<file path="config.mk">
export PLATFORM = sky130hd
export DESIGN_NAME = periodic_timer_bank
export DESIGN_NICKNAME = d
export VERILOG_FILES = /design/src/rtl/core/ptb_pkg.sv /design/src/rtl/core/ptb_mem.sv /design/src/rtl/core/ptb_update.sv /design/src/rtl/core/periodic_timer_bank.sv
export SDC_FILE = /design/constraint.sdc
export NUM_CORES = 1
export LEC_CHECK = 0
export ABC_AREA = 1
export BUFFER_PORTS_ARGS = -buffer_cell sky130_fd_sc_hd__buf_2
export CAP_MARGIN = 15
export CORE_MARGIN = 2
export CORE_UTILIZATION = 59
export DETAILED_ROUTE_END_ITERATION = 12
export PLACE_DENSITY_LB_ADDON = 0.3
export SYNTH_ARGS = -nofsm -noshare
export SYNTH_HDL_FRONTEND = slang
export SYNTH_SLANG_ARGS = --single-unit
</file>
<file path="constraint.sdc">
create_clock -name i_clk -period 4 [get_ports i_clk]
set_input_delay 1 -clock i_clk [delete_from_list [all_inputs] [get_ports i_clk]]
set_output_delay 1 -clock i_clk [all_outputs]
set_load 0.005 [all_outputs]
</file>
<file path="src/rtl/core/ptb_pkg.sv">
package ptb_pkg;

    localparam int PERIOD_W = 16;
    localparam int INDEX_W  = 4;
    localparam int ACTION_W = 3;

    typedef enum logic [ACTION_W-1:0] {
        ACT_TICK      = 3'd0,
        ACT_CONFIGURE = 3'd1,
        ACT_ENABLE    = 3'd2,
        ACT_DISABLE   = 3'd3,
        ACT_TAKE      = 3'd4,
        ACT_RESET_ONE = 3'd5,
        ACT_READ_EN   = 3'd6
    } t_action;

    localparam logic STATUS_OK  = 1'b0;
    localparam logic STATUS_ERR = 1'b1;

    typedef struct packed {
        logic [ACTION_W-1:0] action;
        logic [INDEX_W-1:0]  timer_index;
        logic [PERIOD_W-1:0] period_ms;
    } t_in_item;

    typedef struct packed {
        logic status;
        logic ready_out;
        logic enabled_out;
    } t_out_item;

    typedef struct packed {
        logic                fire;
        logic [PERIOD_W-1:0] count;
    } t_upd;

    typedef enum logic [1:0] {
        S_IDLE,
        S_SWEEP,
        S_POST
    } t_state;

endpackage

</file>
<file path="src/rtl/core/ptb_mem.sv">
module ptb_mem #(
    parameter int DEPTH  = 8,
    parameter int ADDR_W = 3,
    parameter int WIDTH  = 16
) (
    input  logic              i_clk,
    input  logic              i_rst_n,
    input  logic              i_wr_en,
    input  logic [ADDR_W-1:0] i_wr_addr,
    input  logic [WIDTH-1:0]  i_wr_data,
    input  logic              i_rd_en,
    input  logic [ADDR_W-1:0] i_rd_addr,
    output logic [WIDTH-1:0]  o_rd_data
);

    logic [WIDTH-1:0] r_mem [DEPTH];
    logic [DEPTH-1:0] r_valid;
    logic [WIDTH-1:0] r_rd_data;

    // entries never written read as zero
    always_ff @(posedge i_clk) begin
        if (!i_rst_n) begin
            r_valid <= '0;
        end else if (i_wr_en) begin
            r_valid[i_wr_addr] <= 1'b1;
        end
    end

    always_ff @(posedge i_clk) begin
        if (i_wr_en) begin
            r_mem[i_wr_addr] <= i_wr_data;
        end
    end

    always_ff @(posedge i_clk) begin
        if (i_rd_en) begin
            r_rd_data <= r_valid[i_rd_addr] ? r_mem[i_rd_addr] : '0;
        end
    end

    assign o_rd_data = r_rd_data;

endmodule

</file>
<file path="src/rtl/core/ptb_update.sv">
module ptb_update (
    input  logic [ptb_pkg::PERIOD_W-1:0] i_count,
    input  logic [ptb_pkg::PERIOD_W-1:0] i_period,
    output ptb_pkg::t_upd                o_upd
);
    import ptb_pkg::*;

    logic [PERIOD_W:0] next_count;

    // widened so the restart compare can never wrap
    assign next_count  = {1'b0, i_count} + (PERIOD_W+1)'(1);
    assign o_upd.fire  = next_count >= {1'b0, i_period};
    assign o_upd.count = o_upd.fire ? '0 : next_count[PERIOD_W-1:0];

endmodule

</file>
<file path="src/rtl/core/periodic_timer_bank.sv">
// Channel | direction | handshake              | payload
// in      | receive   | i_in_valid / o_in_stall | i_in_item  (t_in_item)
// out     | send      | o_out_valid / i_out_stall | o_out_item (t_out_item)
//
// Non-tick items are accepted, then their result is loaded in S_POST once the output is free.
// A tick runs a read-modify-write sweep over the period and count memories,
// one timer per cycle, before its result is loaded in S_POST.
// Reset clears every timer at once; no clearing pass is needed.
// A stalled output holds the block in its result state until it drains.
module periodic_timer_bank #(
    parameter int TIMER_COUNT = 8
) (
    input  logic               i_clk,
    input  logic               i_rst_n,
    input  logic               i_in_valid,
    output logic               o_in_stall,
    input  ptb_pkg::t_in_item  i_in_item,
    output logic               o_out_valid,
    input  logic               i_out_stall,
    output ptb_pkg::t_out_item o_out_item
);
    import ptb_pkg::*;

    localparam int IDX_W = (TIMER_COUNT > 1) ? $clog2(TIMER_COUNT) : 1;
    localparam int CNT_W = $clog2(TIMER_COUNT + 1);
    localparam logic [INDEX_W:0] LIMIT = (INDEX_W+1)'(TIMER_COUNT);

    t_state r_state, n_state;
    t_in_item r_item;
    t_out_item r_out_item, n_out_item;
    logic r_out_valid, n_out_valid;
    logic [CNT_W-1:0] r_rd_ptr;
    logic r_wb_vld;
    logic [IDX_W-1:0] r_wb_ptr;
    logic [TIMER_COUNT-1:0] r_enable, n_enable;
    logic [TIMER_COUNT-1:0] r_ready, n_ready;

    logic in_range, out_free, rd_en, accept;
    logic [IDX_W-1:0] addr;
    logic per_wr_en, cnt_wr_en;
    logic [PERIOD_W-1:0] per_wr_data, cnt_wr_data;
    logic [IDX_W-1:0] cnt_wr_addr;
    logic [PERIOD_W-1:0] per_rd_data, cnt_rd_data;
    t_upd upd;

    assign in_range = {1'b0, r_item.timer_index} < LIMIT;
    assign addr     = r_item.timer_index[IDX_W-1:0];
    assign out_free = !r_out_valid || !i_out_stall;
    assign accept   = i_in_valid && !o_in_stall;
    assign rd_en    = (r_state == S_SWEEP) && (r_rd_ptr != CNT_W'(TIMER_COUNT));

    ptb_mem #(.DEPTH(TIMER_COUNT), .ADDR_W(IDX_W), .WIDTH(PERIOD_W)) u_period_mem (
        .i_clk     (i_clk),
        .i_rst_n   (i_rst_n),
        .i_wr_en   (per_wr_en),
        .i_wr_addr (addr),
        .i_wr_data (per_wr_data),
        .i_rd_en   (rd_en),
        .i_rd_addr (r_rd_ptr[IDX_W-1:0]),
        .o_rd_data (per_rd_data)
    );

    ptb_mem #(.DEPTH(TIMER_COUNT), .ADDR_W(IDX_W), .WIDTH(PERIOD_W)) u_count_mem (
        .i_clk     (i_clk),
        .i_rst_n   (i_rst_n),
        .i_wr_en   (cnt_wr_en),
        .i_wr_addr (cnt_wr_addr),
        .i_wr_data (cnt_wr_data),
        .i_rd_en   (rd_en),
        .i_rd_addr (r_rd_ptr[IDX_W-1:0]),
        .o_rd_data (cnt_rd_data)
    );

    ptb_update u_update (
        .i_count  (cnt_rd_data),
        .i_period (per_rd_data),
        .o_upd    (upd)
    );

    always_ff @(posedge i_clk) begin
        if (!i_rst_n) begin
            r_state     <= S_IDLE;
            r_out_valid <= 1'b0;
            r_enable    <= '0;
            r_ready     <= '0;
            r_wb_vld    <= 1'b0;
            r_rd_ptr    <= '0;
        end else begin
            r_state     <= n_state;
            r_out_valid <= n_out_valid;
            r_enable    <= n_enable;
            r_ready     <= n_ready;
            r_wb_vld    <= rd_en;
            if (r_state == S_IDLE) begin
                r_rd_ptr <= '0;
            end else if (rd_en) begin
                r_rd_ptr <= r_rd_ptr + CNT_W'(1);
            end
        end
    end

    always_ff @(posedge i_clk) begin
        r_out_item <= n_out_item;
        r_wb_ptr   <= r_rd_ptr[IDX_W-1:0];
        if (accept) begin
            r_item <= i_in_item;
        end
    end

    always_comb begin
        n_state     = r_state;
        n_out_valid = r_out_valid && i_out_stall;
        n_out_item  = r_out_item;
        n_enable    = r_enable;
        n_ready     = r_ready;
        o_in_stall  = 1'b1;
        per_wr_en   = 1'b0;
        per_wr_data = '0;
        cnt_wr_en   = 1'b0;
        cnt_wr_addr = addr;
        cnt_wr_data = '0;
        unique case (r_state)
            S_IDLE: begin
                o_in_stall = 1'b0;
                if (i_in_valid) begin
                    n_state = (i_in_item.action == ACT_TICK) ? S_SWEEP : S_POST;
                end
            end
            S_SWEEP: begin
                // write-back follows in the cycle after the read
                if (r_wb_vld && r_enable[r_wb_ptr]) begin
                    cnt_wr_en   = 1'b1;
                    cnt_wr_addr = r_wb_ptr;
                    cnt_wr_data = upd.count;
                    if (upd.fire) begin
                        n_ready[r_wb_ptr] = 1'b1;
                    end
                end
                if (r_wb_vld && r_wb_ptr == IDX_W'(TIMER_COUNT - 1)) begin
                    n_state = S_POST;
                end
            end
            S_POST: begin
                if (out_free) begin
                    n_state                = S_IDLE;
                    n_out_valid            = 1'b1;
                    n_out_item.status      = STATUS_OK;
                    n_out_item.ready_out   = 1'b0;
                    n_out_item.enabled_out = 1'b0;
                    if (r_item.action != ACT_TICK && r_item.action <= ACT_READ_EN
                            && !in_range) begin
                        n_out_item.status = STATUS_ERR;
                    end else if (in_range) begin
                        priority case (r_item.action)
                            ACT_CONFIGURE: begin
                                per_wr_en   = 1'b1;
                                per_wr_data = r_item.period_ms;
                                cnt_wr_en   = 1'b1;
                            end
                            ACT_ENABLE:  n_enable[addr] = 1'b1;
                            ACT_DISABLE: n_enable[addr] = 1'b0;
                            ACT_TAKE: begin
                                n_out_item.ready_out = r_ready[addr];
                                if (r_ready[addr]) begin
                                    n_ready[addr] = 1'b0;
                                    cnt_wr_en     = 1'b1;
                                end
                            end
                            ACT_RESET_ONE: begin
                                per_wr_en      = 1'b1;
                                cnt_wr_en      = 1'b1;
                                n_enable[addr] = 1'b0;
                                n_ready[addr]  = 1'b0;
                            end
                            ACT_READ_EN: n_out_item.enabled_out = r_enable[addr];
                            default: ;
                        endcase
                    end
                end
            end
            default: n_state = S_IDLE;
        endcase
    end

    assign o_out_valid = r_out_valid;
    assign o_out_item  = r_out_item;

    a_wb_in_sweep: assert property (@(posedge i_clk) disable iff (!i_rst_n)
        r_wb_vld |-> r_state == S_SWEEP)
        else $error("count write-back outside the tick sweep");

    a_accept_leaves_idle: assert property (@(posedge i_clk) disable iff (!i_rst_n)
        (i_in_valid && !o_in_stall) |=> r_state != S_IDLE)
        else $error("accepted item did not start work");

    a_result_from_post: assert property (@(posedge i_clk) disable iff (!i_rst_n)
        $rose(o_out_valid) |-> $past(r_state) == S_POST)
        else $error("result loaded outside the result state");

    a_status_excl: assert property (@(posedge i_clk) disable iff (!i_rst_n)
        o_out_valid |-> !(o_out_item.status && (o_out_item.ready_out
            || o_out_item.enabled_out)))
        else $error("error status with a flag set");

endmodule
</file>
## After elaboration in Yosys (flattened, before gate mapping)

Memory sizes are Yosys's and may differ from the RTL's. A register that Yosys moved wholly into a read port is not among the register bits.
Cells that the tools add are included.

| word-level totals | value |
|---|---|
| output and inout port bits | 5 |
| memories | 2 |
| RAM bits | 256 |
| input bits | 27 |
| register bits after elaboration | 69 |
| bits in read-only memories | 0 |
| latch bits | 0 |
| logic and storage cells | 150 |

Memories:

| name | depth | bits a word | rd ports | clocked after memory_dff | wr ports | line | text |
|---|---|---|---|---|---|---|---|
| u_count_mem.r_mem | 8 | 16 | 1 | 1 | 1 | ptb_mem.sv:16 | `logic [WIDTH-1:0] r_mem [DEPTH];` |
| u_period_mem.r_mem | 8 | 16 | 1 | 1 | 1 | ptb_mem.sv:16 |  |

| operators by class | value |
|---|---|
| shifts and indexed selects | 0 |
| div/mod/pow operators | 0 |
| order comparisons | 10 |
| add/sub/neg operators | 2 |
| multiply operators | 0 |
| reduce and logical (&&, ||, !) cells | 30 |
| equal/unequal tests | 19 |
| multiplexer cells | 60 |
| bitwise logic cells | 12 |

Operator list:

| operator | number |
|---|---|
| 16-bit two-way mux | 8 |
| 8-bit two-way mux | 6 |
| 8-bit one-hot mux with 2 select lines | 3 |
| 8-bit bitwise OR | 4 |
| 1-bit two-way mux | 26 |
| 16-bit by 1-bit adder with 17-bit output, second input constant | 1 |
| 17-bit by 16-bit greater-or-equal comparator with 1-bit output | 1 |
| 8-bit AND | 2 |
| 3-bit by 4-bit less-than comparator with 1-bit output, second input constant | 4 |
| 1-bit binary-select mux with 3-bit select | 5 |
| 3-bit == test, second input constant | 4 |
| 1-bit logical AND | 10 |
| 1-bit demux with 3-bit select | 3 |
| 3-bit by 1-bit greater-or-equal comparator with 1-bit output, second input constant | 3 |
| 2-bit two-way mux | 4 |
| 2-bit inequality test, second input constant | 4 |
| 8-bit inverter | 1 |
| 8-bit AND reduction | 1 |
| 3-bit by 2-bit == test with 1-bit output, second input constant | 2 |
| 3-bit two-way mux | 2 |
| 2-bit by 1-bit inequality test with 1-bit output, second input constant | 3 |
| 2-bit one-hot mux with 3 select lines | 1 |
| 2-bit OR reduction | 3 |
| 3-bit OR reduction | 2 |
| 20 further kinds | 30 |

## Logic depth before layout (Yosys ltp)

| depth | value |
|---|---|
| word-level depth | 12 |
| gate-level depth with buffers | 22 |
| mapped depth without buffers | 21 |

## Cells and area by module

A second synthesis with hierarchy kept.

| unflattened totals | value |
|---|---|
| cell total of the unflattened synthesis | 1877 |
| area, all modules | 17097.6 µm² |

Modules (own cells, without submodules):

| module | area each (µm²) | cells an instance | times used |
|---|---|---|---|
| ptb_mem | 6622.6 | 673 | 2 |
| periodic_timer_bank | 2840.2 | 353 | 1 |
| ptb_update | 1012.2 | 178 | 1 |

## Worst setup path after synthesis

Ideal clock, no wire load.

| timing | value |
|---|---|
| kind | register to register |
| from | register u_count_mem.r_rd_data[0], in the netlist u_count_mem.o_rd_data[0] (read register of u_count_mem.r_mem) |
| to | memory u_count_mem.r_mem[0][5] (data pin) |
| buffers on the path | 0 |
| cell stages (with the launch flop) | 17 |
| period minus slack after synthesis | 2.823 ns |
| arrival | 2.559 ns |
| setup slack | 1.177 ns |
| path through | edfxtp_1 -> ha_1 -> nand3_2 -> nor2_4 -> nand3_1 -> nor2_1 -> xor2_1 -> inv_1 -> ha_1 -> nand3_1 -> and2_0 -> o21ai_1 -> nor2_1 -> nand2_1 -> inv_2 -> nand2_1 -> nor3_1 |

| between the ends | value |
|---|---|
| word-level cells in the longest chain between the ends | 5 |

RTL lines:

| item | line | text |
|---|---|---|
| start, declared | ptb_mem.sv:18 | `logic [WIDTH-1:0] r_rd_data;` |
| 16-bit by 1-bit adder with 17-bit output (*) | ptb_update.sv:11 | `assign next_count = {1'b0, i_count} + (PERIOD_W+1)'(1);` |
| 17-bit by 16-bit greater-or-equal comparator with 1-bit output | ptb_update.sv:12 | `assign o_upd.fire = next_count >= {1'b0, i_period};` |
| 16-bit two-way mux (*) | ptb_update.sv:13 | `assign o_upd.count = o_upd.fire ? '0 : next_count[PERIOD_W-1:0];` |
| 16-bit two-way mux (*) | periodic_timer_bank.sv:131 | `if (r_wb_vld && r_enable[r_wb_ptr]) begin` |
| 16-bit two-way mux (*) | periodic_timer_bank.sv:122 | `unique case (r_state)` |
| net cnt_wr_data[5] | periodic_timer_bank.sv:41 | `logic [PERIOD_W-1:0] per_wr_data, cnt_wr_data;` |
| end, declared | ptb_mem.sv:16 |  |

Mark *: on every way through the listed nets, which the timed path passes. The rest lies on a longest branch.

## Worst setup path in the final report

| timing | value |
|---|---|
| from | register u_count_mem.r_rd_data[0], in the netlist u_count_mem.o_rd_data[0] (read register of u_count_mem.r_mem) |
| to | memory u_count_mem.r_mem[2][5] (data pin) |

Same word-level chain as after synthesis.

==> flow_summary.ini <==
[outcome]
status = finished clean

[timing]
slew_headroom_pct = 29.2
whs_ns = 0.457
fin_setup_tns_ns = 0
min_period_ns = 3.55
fin_crit_sh_pct = 88.8
tightestPinTransition_ns = 1.06
slew_violations = 0
hold_viol = 0
layout_setup_ws_ns = 0.449
setup_viol = 0
max_freq_mhz = 282
rsz0062_at_grt = false
skew_ns = 0.0300

[cts]
h-tree-depth = 2
clk_pin_slew_ns = 0.06
post-cts-setup-buffers = 0
cts_buffer_depth = 3
cts_tree = done
postCtsResizedCells = 0
clock_latency_ns = 0.53
cts_root_buffer = clkbuf_16
clkSinkCount = 357
cts_buffers = 36
cts_hold_buffers = 0

[worst_hold_path]
hp-start = u_count_mem.r_valid[5]
hold_path_class = flip-flop to flip-flop

[setup_path]
critPathLaunch = u_count_mem.o_rd_data[0]
critical_path.max_fanout = 10
required_ns = 4.21
end_kind = flip-flop
r2r_start = u_count_mem.o_rd_data[0]
critPathArrivalTime_ns = 3.77
crit_type = flip-flop to flip-flop
cp-start-kind = flip-flop

[placed_design]
gp_congestion = 0.906
portBuffers = 31
place_ws_ns = 0.510
hpwl_mm = 19.8

[floorplanning]
dieArea_um2 = 27300
die_h_um = 165
initial_core_util_pct = 59.6
pin_count = 32
die_x_um = 165
rows = 59
fp.coreArea_um2 = 25800

[global_routing]
grt_max_degree = 76
grt_util_all_layers_pct = 25.4
grt_remaining_overflow = 0
grt_pass1_wl_mm = 53.1
antenna_found_initial = 0
grt_pass1_vias = 10200

[flow_run]
cap_violations = 0

[detailed_routing]
ant_nets = 0
drc = 0
drtIter0Drc = 977
post_drt_wl_per_cell_um = 18.4
finalWirelength_mm = 33.3
firstDrtPassIters = 5
vias_per_cell = 5.73
num_vias = 10400

[finish]
multi_input_area_um2 = 4260
n_antenna_cell = 0
nFillCells = 1877
drive_gt1_share_pct = 10.3
final_nets = 1497
register_area_um2 = 10300
synthToLayoutAreaGrowth_pct = 10.5

[power_and_ir_drop]
ir_drop_v = 0.000489
power_density_nw_per_um2 = 535
leakage_uw = 0.00694

[logic_synthesis]
ys_types = 47
synth.net_count = 1467
seq_area_frac_synth_pct = 67.0
synth_seq_cells = 357
syn_area_per_cell_um2 = 10.8
yosys_warnings = 0
synth_area_um2 = 15300
syn_inst = 1418
==> power by group <==
part	total, uW	switching, uW	internal, uW	leakage (uW)
Clock	3210	1330	1880	0.000557
Sequential	4400	139	4260	0.00362
Combinational	1450	993	454	0.00277
==> worst max-delay path: stages (launching register included) <==
cell and delay [ns]:
edfxtp_1 0.40, nand3_1 0.14, inv_1 0.07, nand3_1 0.10
inv_2 0.09, nand2_1 0.09, nor3_2 0.19, nand3_1 0.12
xnor2_1 0.22, ha_1 0.30, a21oi_1 0.13, and2_0 0.15
o21ai_1 0.07, nor2_1 0.10, nand2_1 0.08, inv_2 0.15
nand2_1 0.26, nor3_1 0.59
==> registers in the layout, indices dropped and copies added, names as in the netlist, named ones only <==
register and flops:
u_period_mem.o_rd_data 16, u_count_mem.o_rd_data 16, u_period_mem.r_mem 128, addr 3, o_out_item 3, r_state 2, u_count_mem.r_valid 8, r_wb_vld 1
r_item 20, r_rd_ptr 4, o_out_valid 1, r_ready 8, u_period_mem.r_valid 8, u_count_mem.r_mem 128, r_wb_ptr 3
==> cell usage after synthesis, drive strengths merged <==
library cell / number / area share, %
xnor2: 4 / 0.23
nand3: 28 / 1.0
o21a: 1 / 0.049
nor3b: 16 / 0.78
a31o: 1 / 0.057
nor3: 14 / 0.56
o21ai: 163 / 5.3
nor2: 223 / 5.6
nand4: 7 / 0.29
dfxtp: 43 / 5.6
o22ai: 67 / 2.7
clkinv: 1 / 0.024
a22oi: 4 / 0.20
and2: 1 / 0.041
a21o: 1 / 0.049
nand2: 254 / 6.4
clkbuf: 38 / 0.93
and3: 1 / 0.041
a21oi: 37 / 1.4
or2: 1 / 0.041
ha: 22 / 1.8
a221oi: 2 / 0.11
o31ai: 4 / 0.20
xor2: 9 / 0.51
buf: 29 / 1.1
inv: 126 / 3.1
edfxtp: 314 / 61
a31oi: 5 / 0.24
a211oi: 1 / 0.049
o21bai: 1 / 0.049
==> final cells by class <==
cell class / instances / area share, %
multi-input combinational: 867 / 25.1
sequential: 357 / 60.7
timing repair buffer: 59 / 2.16
inverter: 127 / 2.88
tap: 335 / 2.47
clock inverter: 17 / 0.819
clock buffer: 46 / 5.84
==> logic make-up (layout without fill, tap and decap cells) <==
group | Yosys count | in the layout | share of synthesized area (%)
AO/OA/AOI/OAI | 287 | 287 | 10.5
XOR/XNOR | 13 | 13 | 0.742
adder cells (fa/ha/maj) | 22 | 22 | 1.79
buffers and inverters | 194 | 249 | 5.25
flip-flops | 357 | 357 | 67.0
AND/OR/NAND/NOR | 545 | 545 | 14.7
==> layer usage <==
metal  share of wire [%]  GRT usage, %  vias to the layer above
met2                  49          43.0                      388
met1                  41          33.6                     4948
li1                    -             -                     4954
met3                 7.6          4.32                       75
met4                 2.7          8.62                        0
met5                   0             0                        -
==> worst paths after layout <==
| kind | endpoint | slack [ns] | cells past startpoint |
|---|---|---|---|
| worst max-delay path | u_count_mem.r_mem[2][5] | 0.45 | 17 |
| worst min-delay path | u_count_mem.r_valid[5] | 0.46 | 2 |
| worst max register to register | u_count_mem.r_mem[2][5] | 0.45 | 17 |
| worst min register to register | u_count_mem.r_valid[5] | 0.46 | 2 |
==> per-stage QoR <==
stage	power (uW)	area, um^2	instances	util [%]
global placement	5860	15800	1745	61.4
floorplan	5530	15300	1418	-
detailed placement	5910	15800	1745	61.4
CTS	9100	17000	1808	65.8
global route	9470	17000	1808	65.8
finish	9060	17000	1808	65.8
==> placed cells by master (no fill, tap or decap), drive strengths merged, types with 15 or more instances in the layout <==
cell	synthesis	layout
a21oi	37	37
edfxtp	314	314
o21ai	163	163
inv	126	126
clkinv	1	15
nor3b	16	16
nand3	28	28
nand2	254	254
nor2	223	223
o22ai	67	67
clkbuf	38	46
buf	29	59
ha	22	22
dfxtp	43	43
No activity file was read; power rests on OpenSTA's default activity.
